## src/sv/nset_pkg.sv

```systemverilog
// Shared constants, codes, command and status types for the note state energy tracker.
package nset_pkg;

  localparam int NOTE_COUNT = 128;
  localparam int NOTE_W     = 7;
  localparam int IDX_W      = 8;
  localparam int VEL_W      = 7;
  localparam int CNT_W      = 8;
  localparam int VSUM_W     = 14;
  localparam int NSUM_W     = 13;

  // Divider sizes: dividend, divisor, quotient
  localparam int DVD_W = 41;
  localparam int DVS_W = 24;
  localparam int Q_W   = 17;

  // Operation codes
  localparam logic [1:0] OP_NOTE_ON  = 2'd0;
  localparam logic [1:0] OP_NOTE_OFF = 2'd1;
  localparam logic [1:0] OP_ALL_OFF  = 2'd2;
  localparam logic [1:0] OP_TICK     = 2'd3;

  // Register indexes
  localparam logic [1:0] REG_ENERGY_DECAY = 2'd0;
  localparam logic [1:0] REG_MEMORY_DECAY = 2'd1;
  localparam logic [1:0] REG_MEMORY_AMT   = 2'd2;
  localparam logic [1:0] REG_EVOLUTION    = 2'd3;

  localparam logic [15:0] ENERGY_DECAY_RST = 16'd63582;
  localparam logic [15:0] MEMORY_DECAY_RST = 16'd64153;

  // Fixed-point constants, 1.0 = 65536
  localparam logic [16:0] ONE_Q16     = 17'd65536;
  localparam logic [16:0] REG_DEFAULT = 17'd28086;    // (60-24)/84
  localparam logic [16:0] TDEN_K      = 17'd76200;
  localparam logic [21:0] LOW_BASE    = 22'd3801088;  // 58.0
  localparam logic [22:0] HIGH_BASE   = 23'd917504;   // 14.0
  localparam logic [24:0] BAND_TOTAL  = 25'd6553600;  // 100.0
  localparam logic [22:0] MID_FLOOR   = 23'd524288;   // 8.0

  typedef enum logic [2:0] {
    DSEL_TGT,
    DSEL_REG,
    DSEL_LOW,
    DSEL_MID,
    DSEL_HIGH
  } dsel_t;

  typedef struct packed {
    logic  apply;
    logic  scan_clr;
    logic  scan_en;
    logic  prep;
    logic  div_go;
    logic  div_take;
    dsel_t div_sel;
    logic  nrg1;
    logic  nrg2;
    logic  nrg3;
    logic  bnd1;
    logic  bnd2;
    logic  bnd3;
    logic  out_load;
  } cmd_t;

  typedef struct packed {
    logic is_tick;
    logic scan_done;
    logic div_done;
    logic out_free;
  } sts_t;

  // Note number modulo 12 by reciprocal multiply
  function automatic logic [3:0] mod12(input logic [NOTE_W-1:0] x);
    logic [12:0] p;
    logic [3:0]  q;
    logic [6:0]  r;
    p = 13'(x) * 13'd43;
    q = p[12:9];
    r = x - 7'(7'(q) * 7'd12);
    return r[3:0];
  endfunction

  // floor(circ*3*65536/11) for circular root distance 0..5
  function automatic logic [16:0] circ_nov(input logic [2:0] c);
    logic [16:0] v;
    case (c)
      3'd0:    v = 17'd0;
      3'd1:    v = 17'd17873;
      3'd2:    v = 17'd35746;
      3'd3:    v = 17'd53620;
      3'd4:    v = 17'd71493;
      3'd5:    v = 17'd89367;
      default: v = 17'd0;
    endcase
    return v;
  endfunction

endpackage

```

## src/sv/nset_ram.sv

```systemverilog
// Generic single-write, single-read RAM with registered read data.
module nset_ram #(
  parameter int WIDTH = 8,
  parameter int DEPTH = 128
) (
  input  logic                     clk,
  input  logic                     we,
  input  logic [$clog2(DEPTH)-1:0] waddr,
  input  logic [WIDTH-1:0]         wdata,
  input  logic [$clog2(DEPTH)-1:0] raddr,
  output logic [WIDTH-1:0]         rdata
);

  logic [WIDTH-1:0] mem_r [DEPTH];

  // Write and registered read
  always_ff @(posedge clk) begin
    if (we) begin
      mem_r[waddr] <= wdata;
    end
    rdata <= mem_r[raddr];
  end

endmodule

```

## src/sv/nset_div.sv

```systemverilog
// Restoring divider, one quotient bit per cycle, quotient known to fit 17 bits.
module nset_div (
  input  logic                       clk,
  input  logic                       rst_n,
  input  logic                       go,
  input  logic [nset_pkg::DVD_W-1:0] dividend,
  input  logic [nset_pkg::DVS_W-1:0] divisor,
  output logic                       done,
  output logic [nset_pkg::Q_W-1:0]   quot
);

  logic [nset_pkg::DVS_W-1:0] rem_r;
  logic [nset_pkg::Q_W-1:0]   q_r;
  logic [4:0]                 cnt_r;
  logic                       busy_r;
  logic                       done_r;
  logic [nset_pkg::DVS_W:0]   trial;
  logic                       ge;
  logic [nset_pkg::DVS_W-1:0] rem_nxt;

  // Trial subtract of the next bit
  always_comb begin
    trial   = {rem_r, q_r[nset_pkg::Q_W-1]};
    ge      = trial >= {1'b0, divisor};
    rem_nxt = ge ? nset_pkg::DVS_W'(trial - {1'b0, divisor}) : trial[nset_pkg::DVS_W-1:0];
  end

  // Load, iterate, flag done
  always_ff @(posedge clk) begin
    if (!rst_n) begin
      busy_r <= 1'b0;
      done_r <= 1'b0;
      cnt_r  <= '0;
    end else begin
      done_r <= 1'b0;
      if (go) begin
        busy_r <= 1'b1;
        cnt_r  <= 5'(nset_pkg::Q_W);
      end else if (busy_r) begin
        cnt_r <= cnt_r - 5'd1;
        if (cnt_r == 5'd1) begin
          busy_r <= 1'b0;
          done_r <= 1'b1;
        end
      end
    end
  end

  always_ff @(posedge clk) begin
    if (go) begin
      rem_r <= dividend[nset_pkg::DVD_W-1:nset_pkg::Q_W];
      q_r   <= dividend[nset_pkg::Q_W-1:0];
    end else if (busy_r) begin
      rem_r <= rem_nxt;
      q_r   <= {q_r[nset_pkg::Q_W-2:0], ge};
    end
  end

  assign done = done_r;
  assign quot = q_r;

endmodule

```

## src/sv/nset_dp.sv

```systemverilog
// Datapath: note store, scan accumulators, followers, band shares and result register.
module nset_dp (
  input  logic                        clk,
  input  logic                        rst_n,
  input  nset_pkg::cmd_t              cmd,
  output nset_pkg::sts_t              sts,
  input  logic                        cfg_we,
  input  logic [1:0]                  cfg_index,
  input  logic [15:0]                 cfg_wdata,
  input  logic [1:0]                  in_operation,
  input  logic [6:0]                  in_note,
  input  logic [6:0]                  in_velocity,
  input  logic                        out_stall,
  output logic                        out_valid,
  output logic [7:0]                  out_active_notes,
  output logic [3:0]                  out_root_pitch_class,
  output logic [15:0]                 out_world_energy,
  output logic [15:0]                 out_memory_level,
  output logic [15:0]                 out_band_low,
  output logic [15:0]                 out_band_mid,
  output logic [15:0]                 out_band_high
);

  // Configuration registers
  logic [15:0] edecay_r, mdecay_r, mamt_r, evo_r;

  // Note store
  logic [nset_pkg::NOTE_COUNT-1:0] held_r;
  logic                            ram_we;
  logic [nset_pkg::NOTE_W-1:0]     ram_waddr;
  logic [nset_pkg::VEL_W-1:0]      ram_wdata;
  logic [nset_pkg::VEL_W-1:0]      ram_rdata;
  logic [1:0]                      op_eff;
  logic                            note_ok;

  // Scan
  logic [nset_pkg::IDX_W-1:0]  idx_r;
  logic                        rd_v_r;
  logic                        rd_held_r;
  logic [nset_pkg::NOTE_W-1:0] rd_idx_r;
  logic [nset_pkg::CNT_W-1:0]  count_r;
  logic [nset_pkg::VSUM_W-1:0] velsum_r;
  logic [nset_pkg::NSUM_W-1:0] notesum_r;
  logic [nset_pkg::NOTE_W-1:0] lowest_r;

  // Tick arithmetic
  logic [2:0]  m;
  logic [9:0]  mfac;
  logic [12:0] nlim;
  logic [23:0] tnum_r, tden_r;
  logic [13:0] rden_r;
  logic [12:0] rnum_r;
  logic        rzero_r, has_r;
  logic [3:0]  root_r, last_root_r;
  logic [15:0] target_r, energy_r, mem_r;
  logic        ege_r;
  logic [15:0] diff_r, nov_r;
  logic [31:0] dmp_r, eprod_r, nmp_r;
  logic [3:0]  rdist;
  logic [3:0]  dist_c;
  logic [2:0]  circ;
  logic [17:0] nov_sum;
  logic [16:0] reg_r;
  logic [21:0] low_r;
  logic [22:0] high_r, mid_r;
  logic [24:0] mid_s;
  logic [23:0] total_r;
  logic [15:0] sh_low_r, sh_mid_r, sh_high_r;
  logic [15:0] q_sat;

  // Divider hookup
  logic [nset_pkg::DVD_W-1:0] dvd;
  logic [nset_pkg::DVS_W-1:0] dvs;
  logic                       div_done;
  logic [nset_pkg::Q_W-1:0]   quot;
  logic                       out_valid_r;

  // Write configuration registers
  always_ff @(posedge clk) begin
    if (!rst_n) begin
      edecay_r <= nset_pkg::ENERGY_DECAY_RST;
      mdecay_r <= nset_pkg::MEMORY_DECAY_RST;
      mamt_r   <= '0;
      evo_r    <= '0;
    end else if (cfg_we) begin
      case (cfg_index)
        nset_pkg::REG_ENERGY_DECAY: edecay_r <= cfg_wdata;
        nset_pkg::REG_MEMORY_DECAY: mdecay_r <= cfg_wdata;
        nset_pkg::REG_MEMORY_AMT:   mamt_r   <= cfg_wdata;
        nset_pkg::REG_EVOLUTION:    evo_r    <= cfg_wdata;
        default: ;
      endcase
    end
  end

  // Decode the request; zero velocity note on acts as note off
  always_comb begin
    op_eff = (in_operation == nset_pkg::OP_NOTE_ON && in_velocity == 7'd0)
             ? nset_pkg::OP_NOTE_OFF : in_operation;
    note_ok   = {1'b0, in_note} < nset_pkg::IDX_W'(nset_pkg::NOTE_COUNT);
    ram_we    = cmd.apply && note_ok &&
                (op_eff == nset_pkg::OP_NOTE_ON || op_eff == nset_pkg::OP_NOTE_OFF);
    ram_waddr = in_note;
    ram_wdata = (op_eff == nset_pkg::OP_NOTE_ON) ? in_velocity : '0;
  end

  // Update held map
  always_ff @(posedge clk) begin
    if (!rst_n) begin
      held_r <= '0;
    end else if (cmd.apply) begin
      case (op_eff)
        nset_pkg::OP_NOTE_ON:  if (note_ok) held_r[in_note] <= 1'b1;
        nset_pkg::OP_NOTE_OFF: if (note_ok) held_r[in_note] <= 1'b0;
        nset_pkg::OP_ALL_OFF:  held_r <= '0;
        default: ;
      endcase
    end
  end

  nset_ram #(
    .WIDTH(nset_pkg::VEL_W),
    .DEPTH(nset_pkg::NOTE_COUNT)
  ) u_vel_ram (
    .clk  (clk),
    .we   (ram_we),
    .waddr(ram_waddr),
    .wdata(ram_wdata),
    .raddr(idx_r[nset_pkg::NOTE_W-1:0]),
    .rdata(ram_rdata)
  );

  // Advance the scan index, one note per cycle
  always_ff @(posedge clk) begin
    if (!rst_n) begin
      idx_r  <= '0;
      rd_v_r <= 1'b0;
    end else if (cmd.scan_clr) begin
      idx_r  <= '0;
      rd_v_r <= 1'b0;
    end else begin
      rd_v_r <= 1'b0;
      if (cmd.scan_en && idx_r < nset_pkg::IDX_W'(nset_pkg::NOTE_COUNT)) begin
        idx_r  <= idx_r + 1'b1;
        rd_v_r <= 1'b1;
      end
    end
  end

  // Accumulate held notes as the velocity read returns
  always_ff @(posedge clk) begin
    rd_held_r <= held_r[idx_r[nset_pkg::NOTE_W-1:0]];
    rd_idx_r  <= idx_r[nset_pkg::NOTE_W-1:0];
    if (cmd.scan_clr) begin
      count_r   <= '0;
      velsum_r  <= '0;
      notesum_r <= '0;
      lowest_r  <= '0;
    end else if (rd_v_r && rd_held_r) begin
      count_r   <= count_r + 1'b1;
      velsum_r  <= velsum_r + nset_pkg::VSUM_W'(ram_rdata);
      notesum_r <= notesum_r + nset_pkg::NSUM_W'(rd_idx_r);
      if (count_r == '0) lowest_r <= rd_idx_r;
    end
  end

  // Prepare divider operands and the root
  always_comb begin
    m    = (count_r < 8'd6) ? count_r[2:0] : 3'd6;
    mfac = 10'd270 + 10'(10'(m) * 10'd55);
    nlim = 13'(count_r) * 13'd24;
  end

  always_ff @(posedge clk) begin
    if (cmd.prep) begin
      tnum_r  <= 24'(24'(velsum_r) * 24'(mfac));
      tden_r  <= 24'(24'(count_r) * 24'(nset_pkg::TDEN_K));
      rden_r  <= 14'(14'(count_r) * 14'd84);
      rzero_r <= notesum_r <= nlim;
      rnum_r  <= notesum_r - nlim;
      has_r   <= count_r != '0;
      root_r  <= (count_r != '0) ? nset_pkg::mod12(lowest_r) : last_root_r;
    end
  end

  // Select divider operands
  always_comb begin
    case (cmd.div_sel)
      nset_pkg::DSEL_TGT: begin
        dvd = {1'b0, tnum_r, 16'b0};
        dvs = tden_r;
      end
      nset_pkg::DSEL_REG: begin
        dvd = {12'b0, rnum_r, 16'b0};
        dvs = {10'b0, rden_r};
      end
      nset_pkg::DSEL_LOW: begin
        dvd = {3'b0, low_r, 16'b0};
        dvs = total_r;
      end
      nset_pkg::DSEL_MID: begin
        dvd = {2'b0, mid_r, 16'b0};
        dvs = total_r;
      end
      nset_pkg::DSEL_HIGH: begin
        dvd = {2'b0, high_r, 16'b0};
        dvs = total_r;
      end
      default: begin
        dvd = '0;
        dvs = total_r;
      end
    endcase
  end

  nset_div u_div (
    .clk     (clk),
    .rst_n   (rst_n),
    .go      (cmd.div_go),
    .dividend(dvd),
    .divisor (dvs),
    .done    (div_done),
    .quot    (quot)
  );

  assign q_sat = quot[16] ? 16'hFFFF : quot[15:0];

  // Novelty from circular root distance, and the unclamped mid band
  always_comb begin
    rdist   = (root_r > last_root_r) ? root_r - last_root_r : last_root_r - root_r;
    dist_c  = (rdist > 4'd11) ? 4'd11 : rdist;
    circ    = (dist_c < 4'd11 - dist_c) ? dist_c[2:0] : 3'(4'd11 - dist_c);
    nov_sum = 18'(nset_pkg::circ_nov(circ)) + 18'(target_r[15:2]);
    mid_s   = nset_pkg::BAND_TOTAL - 25'(low_r) - 25'(high_r);
  end

  // Capture quotients, step followers and bands
  always_ff @(posedge clk) begin
    if (cmd.div_take) begin
      case (cmd.div_sel)
        nset_pkg::DSEL_TGT:  target_r  <= has_r ? q_sat : 16'd0;
        nset_pkg::DSEL_REG:  reg_r     <= !has_r ? nset_pkg::REG_DEFAULT :
                                          rzero_r ? 17'd0 :
                                          (quot > nset_pkg::ONE_Q16) ? nset_pkg::ONE_Q16 : quot;
        nset_pkg::DSEL_LOW:  sh_low_r  <= q_sat;
        nset_pkg::DSEL_MID:  sh_mid_r  <= q_sat;
        nset_pkg::DSEL_HIGH: sh_high_r <= q_sat;
        default: ;
      endcase
    end
    if (cmd.nrg1) begin
      ege_r  <= energy_r >= target_r;
      diff_r <= (energy_r >= target_r) ? energy_r - target_r : target_r - energy_r;
      nov_r  <= (nov_sum > 18'd65535) ? 16'hFFFF : nov_sum[15:0];
      dmp_r  <= mem_r * mdecay_r;
    end
    if (cmd.nrg2) begin
      eprod_r <= diff_r * edecay_r;
      nmp_r   <= nov_r * mamt_r;
    end
    if (cmd.bnd1) begin
      low_r  <= nset_pkg::LOW_BASE - 22'(22'(reg_r) * 22'd42);
      high_r <= nset_pkg::HIGH_BASE + 23'(23'(reg_r) * 23'd30) + 23'(23'(evo_r) * 23'd24);
    end
    if (cmd.bnd2) begin
      mid_r <= ($signed(mid_s) < $signed({2'b0, nset_pkg::MID_FLOOR}))
               ? nset_pkg::MID_FLOOR : mid_s[22:0];
    end
    if (cmd.bnd3) begin
      total_r <= 24'(low_r) + 24'(mid_r) + 24'(high_r);
    end
  end

  // Update follower state
  always_ff @(posedge clk) begin
    if (!rst_n) begin
      energy_r    <= '0;
      mem_r       <= '0;
      last_root_r <= '0;
    end else if (cmd.nrg3) begin
      energy_r    <= ege_r ? target_r + eprod_r[31:16] : target_r - eprod_r[31:16];
      mem_r       <= (dmp_r[31:16] > nmp_r[31:16]) ? dmp_r[31:16] : nmp_r[31:16];
      last_root_r <= root_r;
    end
  end

  // Hold the result until taken
  always_ff @(posedge clk) begin
    if (!rst_n) begin
      out_valid_r <= 1'b0;
    end else if (cmd.out_load) begin
      out_valid_r <= 1'b1;
    end else if (out_valid_r && !out_stall) begin
      out_valid_r <= 1'b0;
    end
  end

  always_ff @(posedge clk) begin
    if (cmd.out_load) begin
      out_active_notes     <= count_r;
      out_root_pitch_class <= root_r;
      out_world_energy     <= energy_r;
      out_memory_level     <= mem_r;
      out_band_low         <= sh_low_r;
      out_band_mid         <= sh_mid_r;
      out_band_high        <= sh_high_r;
    end
  end

  assign out_valid     = out_valid_r;
  assign sts.is_tick   = in_operation == nset_pkg::OP_TICK;
  assign sts.scan_done = idx_r == nset_pkg::IDX_W'(nset_pkg::NOTE_COUNT) && !rd_v_r;
  assign sts.div_done  = div_done;
  assign sts.out_free  = !out_valid_r || !out_stall;

endmodule

```

## src/sv/nset_ctrl.sv

```systemverilog
// Controller: sequences the scan, divisions, follower and band steps of a tick.
module nset_ctrl (
  input  logic           clk,
  input  logic           rst_n,
  input  logic           in_valid,
  input  nset_pkg::sts_t sts,
  output nset_pkg::cmd_t cmd,
  output logic           busy
);

  typedef enum logic [4:0] {
    S_IDLE, S_SCAN, S_PREP,
    S_TGT_GO, S_TGT_WAIT,
    S_NRG1, S_NRG2, S_NRG3,
    S_REG_GO, S_REG_WAIT,
    S_BND1, S_BND2, S_BND3,
    S_LOW_GO, S_LOW_WAIT,
    S_MID_GO, S_MID_WAIT,
    S_HIGH_GO, S_HIGH_WAIT,
    S_OUT
  } state_t;

  state_t state_r, state_nxt;

  // Decode commands and next state
  always_comb begin
    cmd       = '0;
    cmd.div_sel = nset_pkg::DSEL_TGT;
    state_nxt = state_r;
    case (state_r)
      S_IDLE: begin
        if (in_valid) begin
          if (sts.is_tick) begin
            cmd.scan_clr = 1'b1;
            state_nxt    = S_SCAN;
          end else begin
            cmd.apply = 1'b1;
          end
        end
      end
      S_SCAN: begin
        cmd.scan_en = 1'b1;
        if (sts.scan_done) state_nxt = S_PREP;
      end
      S_PREP: begin
        cmd.prep  = 1'b1;
        state_nxt = S_TGT_GO;
      end
      S_TGT_GO: begin
        cmd.div_go = 1'b1;
        state_nxt  = S_TGT_WAIT;
      end
      S_TGT_WAIT: begin
        cmd.div_take = sts.div_done;
        if (sts.div_done) state_nxt = S_NRG1;
      end
      S_NRG1: begin
        cmd.nrg1  = 1'b1;
        state_nxt = S_NRG2;
      end
      S_NRG2: begin
        cmd.nrg2  = 1'b1;
        state_nxt = S_NRG3;
      end
      S_NRG3: begin
        cmd.nrg3  = 1'b1;
        state_nxt = S_REG_GO;
      end
      S_REG_GO: begin
        cmd.div_sel = nset_pkg::DSEL_REG;
        cmd.div_go  = 1'b1;
        state_nxt   = S_REG_WAIT;
      end
      S_REG_WAIT: begin
        cmd.div_sel  = nset_pkg::DSEL_REG;
        cmd.div_take = sts.div_done;
        if (sts.div_done) state_nxt = S_BND1;
      end
      S_BND1: begin
        cmd.bnd1  = 1'b1;
        state_nxt = S_BND2;
      end
      S_BND2: begin
        cmd.bnd2  = 1'b1;
        state_nxt = S_BND3;
      end
      S_BND3: begin
        cmd.bnd3  = 1'b1;
        state_nxt = S_LOW_GO;
      end
      S_LOW_GO: begin
        cmd.div_sel = nset_pkg::DSEL_LOW;
        cmd.div_go  = 1'b1;
        state_nxt   = S_LOW_WAIT;
      end
      S_LOW_WAIT: begin
        cmd.div_sel  = nset_pkg::DSEL_LOW;
        cmd.div_take = sts.div_done;
        if (sts.div_done) state_nxt = S_MID_GO;
      end
      S_MID_GO: begin
        cmd.div_sel = nset_pkg::DSEL_MID;
        cmd.div_go  = 1'b1;
        state_nxt   = S_MID_WAIT;
      end
      S_MID_WAIT: begin
        cmd.div_sel  = nset_pkg::DSEL_MID;
        cmd.div_take = sts.div_done;
        if (sts.div_done) state_nxt = S_HIGH_GO;
      end
      S_HIGH_GO: begin
        cmd.div_sel = nset_pkg::DSEL_HIGH;
        cmd.div_go  = 1'b1;
        state_nxt   = S_HIGH_WAIT;
      end
      S_HIGH_WAIT: begin
        cmd.div_sel  = nset_pkg::DSEL_HIGH;
        cmd.div_take = sts.div_done;
        if (sts.div_done) state_nxt = S_OUT;
      end
      S_OUT: begin
        if (sts.out_free) begin
          cmd.out_load = 1'b1;
          state_nxt    = S_IDLE;
        end
      end
      default: state_nxt = S_IDLE;
    endcase
  end

  // Hold state and the registered busy flag
  always_ff @(posedge clk) begin
    if (!rst_n) begin
      state_r <= S_IDLE;
      busy    <= 1'b0;
    end else begin
      state_r <= state_nxt;
      busy    <= state_nxt != S_IDLE;
    end
  end

endmodule

```

## src/sv/note_state_energy_tracker.sv

```systemverilog
// Top level of the note state energy tracker: controller, datapath, checks.
//
//  channel  direction  handshake            payload
//  in_      request    in_valid / in_stall  operation, note, velocity
//  out_     result     out_valid/out_stall  active_notes, root, energy, memory, bands
//  cfg_     write      cfg_we               cfg_index, cfg_wdata
//
// Note on, note off and all notes off are applied without raising in_stall.
// A tick holds in_stall after it is accepted until its result is loaded: a scan
// of 128 velocity RAM reads, five divider passes of 17 quotient bits each, and
// seven steps (prep, three follower steps, three band steps).
// Reset is synchronous; the held map clears at once, velocities need no clear.
// A result held under out_stall blocks only the final load of the next tick.
module note_state_energy_tracker (
  input  logic        clk,
  input  logic        rst_n,
  input  logic        in_valid,
  output logic        in_stall,
  input  logic [1:0]  in_operation,
  input  logic [6:0]  in_note,
  input  logic [6:0]  in_velocity,
  output logic        out_valid,
  input  logic        out_stall,
  output logic [7:0]  out_active_notes,
  output logic [3:0]  out_root_pitch_class,
  output logic [15:0] out_world_energy,
  output logic [15:0] out_memory_level,
  output logic [15:0] out_band_low,
  output logic [15:0] out_band_mid,
  output logic [15:0] out_band_high,
  input  logic        cfg_we,
  input  logic [1:0]  cfg_index,
  input  logic [15:0] cfg_wdata
);

  nset_pkg::cmd_t cmd;
  nset_pkg::sts_t sts;
  logic           busy;

  nset_ctrl u_ctrl (
    .clk     (clk),
    .rst_n   (rst_n),
    .in_valid(in_valid),
    .sts     (sts),
    .cmd     (cmd),
    .busy    (busy)
  );

  nset_dp u_dp (
    .clk                 (clk),
    .rst_n               (rst_n),
    .cmd                 (cmd),
    .sts                 (sts),
    .cfg_we              (cfg_we),
    .cfg_index           (cfg_index),
    .cfg_wdata           (cfg_wdata),
    .in_operation        (in_operation),
    .in_note             (in_note),
    .in_velocity         (in_velocity),
    .out_stall           (out_stall),
    .out_valid           (out_valid),
    .out_active_notes    (out_active_notes),
    .out_root_pitch_class(out_root_pitch_class),
    .out_world_energy    (out_world_energy),
    .out_memory_level    (out_memory_level),
    .out_band_low        (out_band_low),
    .out_band_mid        (out_band_mid),
    .out_band_high       (out_band_high)
  );

  assign in_stall = busy;

  // Note requests do not leave the block busy
  a_note_quick: assert property (@(posedge clk) disable iff (!rst_n)
    (in_valid && !in_stall && in_operation != nset_pkg::OP_TICK) |=> !in_stall)
    else $error("note request left the block busy");

  // A tick starts the sequence
  a_tick_busy: assert property (@(posedge clk) disable iff (!rst_n)
    (in_valid && !in_stall && in_operation == nset_pkg::OP_TICK) |=> in_stall)
    else $error("tick did not start the sequence");

  // Result fields stay in range
  a_out_range: assert property (@(posedge clk) disable iff (!rst_n)
    out_valid |-> (out_root_pitch_class <= 4'd11 && out_active_notes <= 8'd128))
    else $error("result field out of range");

endmodule
```

## config.mk

```make
export PLATFORM = sky130hd
export DESIGN_NAME = note_state_energy_tracker
export DESIGN_NICKNAME = d
export VERILOG_FILES = /design/src/sv/nset_pkg.sv /design/src/sv/nset_ram.sv /design/src/sv/nset_div.sv /design/src/sv/nset_dp.sv /design/src/sv/nset_ctrl.sv /design/src/sv/note_state_energy_tracker.sv
export SDC_FILE = /design/constraint.sdc
export NUM_CORES = 2
export LEC_CHECK = 0
export BUFFER_PORTS_ARGS = -buffer_cell sky130_fd_sc_hd__buf_4
export CELL_PAD_IN_SITES_DETAIL_PLACEMENT = 1
export CELL_PAD_IN_SITES_GLOBAL_PLACEMENT = 1
export CORE_MARGIN = 5
export CORE_UTILIZATION = 45
export DETAILED_ROUTE_END_ITERATION = 10
export PLACE_DENSITY_LB_ADDON = 0.1
export SYNTH_ARGS = -nofsm -noshare
export SYNTH_HDL_FRONTEND = slang
export SYNTH_SLANG_ARGS = --single-unit
```

## constraint.sdc

```tcl
create_clock -name clk -period 7.86 [get_ports clk]
set_input_delay 0.786 -clock clk [delete_from_list [all_inputs] [get_ports clk]]
set_output_delay 0.786 -clock clk [all_outputs]
set_load 0.05 [all_outputs]
```

==> impl_metrics.toml <==
[die]
core_area_um2 = 243000
die_h_um = 504
dieArea_um2 = 254000
std_cell_rows = 181
io_pins = 133
die_width_um = 504
start_util_pct = 45.2

[routing]
ant_nets = 0
wirelength_um = 325000
drc = 0
avgRoutedWirePerCell_um = 24.9
drt_iter0_markers = 4654
drt_first_pass_iters = 7
vias = 72900
vias_per_cell = 5.59

[pwr]
p_total_uw = 21000
p_comb_share_pct = 11.7
clkPwrFrac_pct = 42.8
p_int_uw = 15600
net-switching-power_uw = 5450
leakagePower_uw = 0.0489
sw_frac_of_total_pct = 25.9
sequentialPowerShare_pct = 45.5
power_density_nw_per_um2 = 173
max-vdd-ir-drop_v = 0.000182

[setup_path]
cp-start-kind = "register"
path_max_fanout = 6
cpMaxStageDelayCell = "fa_1"
cp.required_ns = 8.43
end_kind = "register"
crit_type = "reg2reg"
crit_arrival_ns = 8.17
max_stage_delay_ns = 0.54
cp_common_cell = "inv_1"
worst-path-buf-inv = 9
crit_family = "adder cells"

[clock_network]
cts_buffers = 185
path_clk_slew_ns = 0.07
cts_root_buf = "clkbuf_16"
insertion_delay_ns = 0.89
cts_sinks = 1655
h-tree-depth = 4
cts_tree = "done"
cts_buffer_depth = 3

[grt]
grt_antenna_before_repair = 10
grt_pass1_vias = 79500
grt_max_degree = 105
grt_usage_pct = 25.4
grt_pass1_wl_um = 498000
grt-ovfl-total = 0

[synthesis]
ys_seq_elements = 1655
ys.flop_type = "edfxtp_1"
synth.distinct_cells = 89
async_reset_ff_share_pct = 0
synth_compound_area_share_pct = 7.13
synth_top_family_by_area = "adder cells"
yosys.area_share.adder_pct = 23.3
seq_area_frac_synth_pct = 42.5
yosys.area_share.simple_pct = 11.8
syn_nets = 11200
synth_xor_xnor_area_share_pct = 2.78
synthMuxAreaShare_pct = 7.17
netlist_instances = 9605
synth_edf_count = 1347
avgSynthCellArea_um2 = 11.4
yosysWarnings = 0
syn_area_um2 = 110000

[sta]
max-slew-margin-rel_pct = 13.9
maxSlewViolCount = 0
hold_viol = 0
setup_slack_ns = 0.260
fin_tns_setup_ns = 0
rsz0062_at_grt = "true"
timing.fmax_mhz = 132
final.hold.worst_slack_ns = 0.323
setup-violations-final = 0
clock_skew_ns = 0.113
tightest_slew_ns = 1.28
finalCritPeriodShare_pct = 96.7
fin_crit_ns = 7.60

[run]
cap_viol_max_count = 0

[finish]
syn2layout_area_growth_pct = 10.4
drive_above_1_share_pct = 11.1
final_cells = 13000
multi_input_area_um2 = 57600
num-fill-cells = 25400
finish.net_count = 11300
ff_latch_area_um2 = 46600

[placement]
post-place-ws_ns = 0.0212
portBuffers = 132
dp.cells = 12700
hpwl_um = 237000
place_congestion = 0.854

[hold_path]
worstHoldPathType = "in2reg"

[outcome]
status = "finished, final reports clean"
[cell usage after synthesis (251+ instances only)]
master / number / area (µm²)
mux4_2: 332 / 7480
clkbuf_1: 381 / 1430
inv_1: 1124 / 4220
edfxtp_1: 1347 / 40400
fa_1: 777 / 15600
o21ai_0: 281 / 1410
dfxtp_1: 308 / 6170
nand2_1: 1503 / 5640
nor2_1: 524 / 1970
a21oi_1: 251 / 1260
ha_1: 799 / 10000
and2_1: 394 / 2460
[worst paths after layout]
check | depth (start not counted) | from | slack (ns) | endpoint
max | 36 | u_dp.count_r[4] | 0.26 | u_dp.tnum_r[20]
max reg2reg | 36 | u_dp.count_r[4] | 0.26 | u_dp.tnum_r[20]
min | 3 | cfg_wdata[0] | 0.32 | u_dp.mamt_r[0]
min reg2reg | 0 | u_dp.sh_mid_r[0] | 0.40 | u_dp.out_band_mid[0]
[sequential cells by signal, indices dropped and copies added, names as in the netlist, 17 cells and up]
signal	cells
u_dp.mid_r	21
u_dp.u_div.rem_r	24
u_dp.high_r	21
u_dp.u_div.quot	17
u_dp.low_r	20
u_dp.tnum_r	24
u_dp.total_r	22
u_dp.reg_r	17
u_dp.tden_r	21
u_dp.u_vel_ram.mem_r	896
u_dp.held_r	128
[worst min-delay path: stages]
cell and delay [ns]:
buf_4 0.18, nand2_1 0.08, a21boi_0 0.06
[what timing repair did]
action / 4_1_cts / 5_1_grt
pin swaps: 1 / 7
hold buffers: 0 / 0
setup endpoints to repair: 2 / 8
resized for setup: 3 / 26
setup buffers: 1 / 6
[cells in the final DEF (no fill, tap or decap), drive strengths merged, types with 93 or more instances in the layout]
cell type,netlist,routed
a21boi,200,200
a21oi,255,255
and2,394,394
buf,54,313
clkbuf,381,223
dfxtp,308,308
edfxtp,1347,1347
fa,777,777
ha,799,799
inv,1124,1135
mux4,332,332
nand2,1503,1503
nand3,93,93
nor2,524,524
o21ai,290,290
xnor2,225,225
xor2,123,123
[stage by stage]
stage	utilization, %	area [µm²]
detailed placement	47.2	115000
floorplan	-	110000
global route	49.9	121000
CTS	49.8	121000
finish	49.9	121000
global placement	47.2	115000
[power groups by stage]
stage	logic (µW)	registers [µW]	clock network (µW)
5_1_grt	2770	9560	9570
4_1_cts	2490	9560	9180
3_3_place_gp	2370	9750	0
2_1_floorplan	1730	9720	0
3_5_place_dp	2470	9750	0
6_report	2460	9560	8990
[metal layers]
layer	wire, µm	global-route usage (%)	part of all wire, %	up-vias
li1	-	-	-	32900
met1	141000	34.0	43	38200
met2	161000	43.9	50	1475
met3	12900	3.03	4.0	412
met4	10400	7.31	3.2	0
met5	0	0	0	-
[logic make-up after synthesis]
kind of cell               Yosys count
AOI/OAI and AO/OA                 1193
xor gates and xnor gates           348
adders and majority gates         1576
buffers and inverters             1559
DFF                               1655
muxes                              370
and+or+nand+nor                   2904
[final cells by class]
type	instances	area share, %
tap	3202	3.31
clock inverter	128	1.22
inverter	1124	3.48
clock buffer	223	4.03
timing repair buffer	313	1.99
sequential	1655	38.5
multi-input combinational	6391	47.5
antenna	6	0.0124
Note: power is estimated with default switching activity, not from simulation.
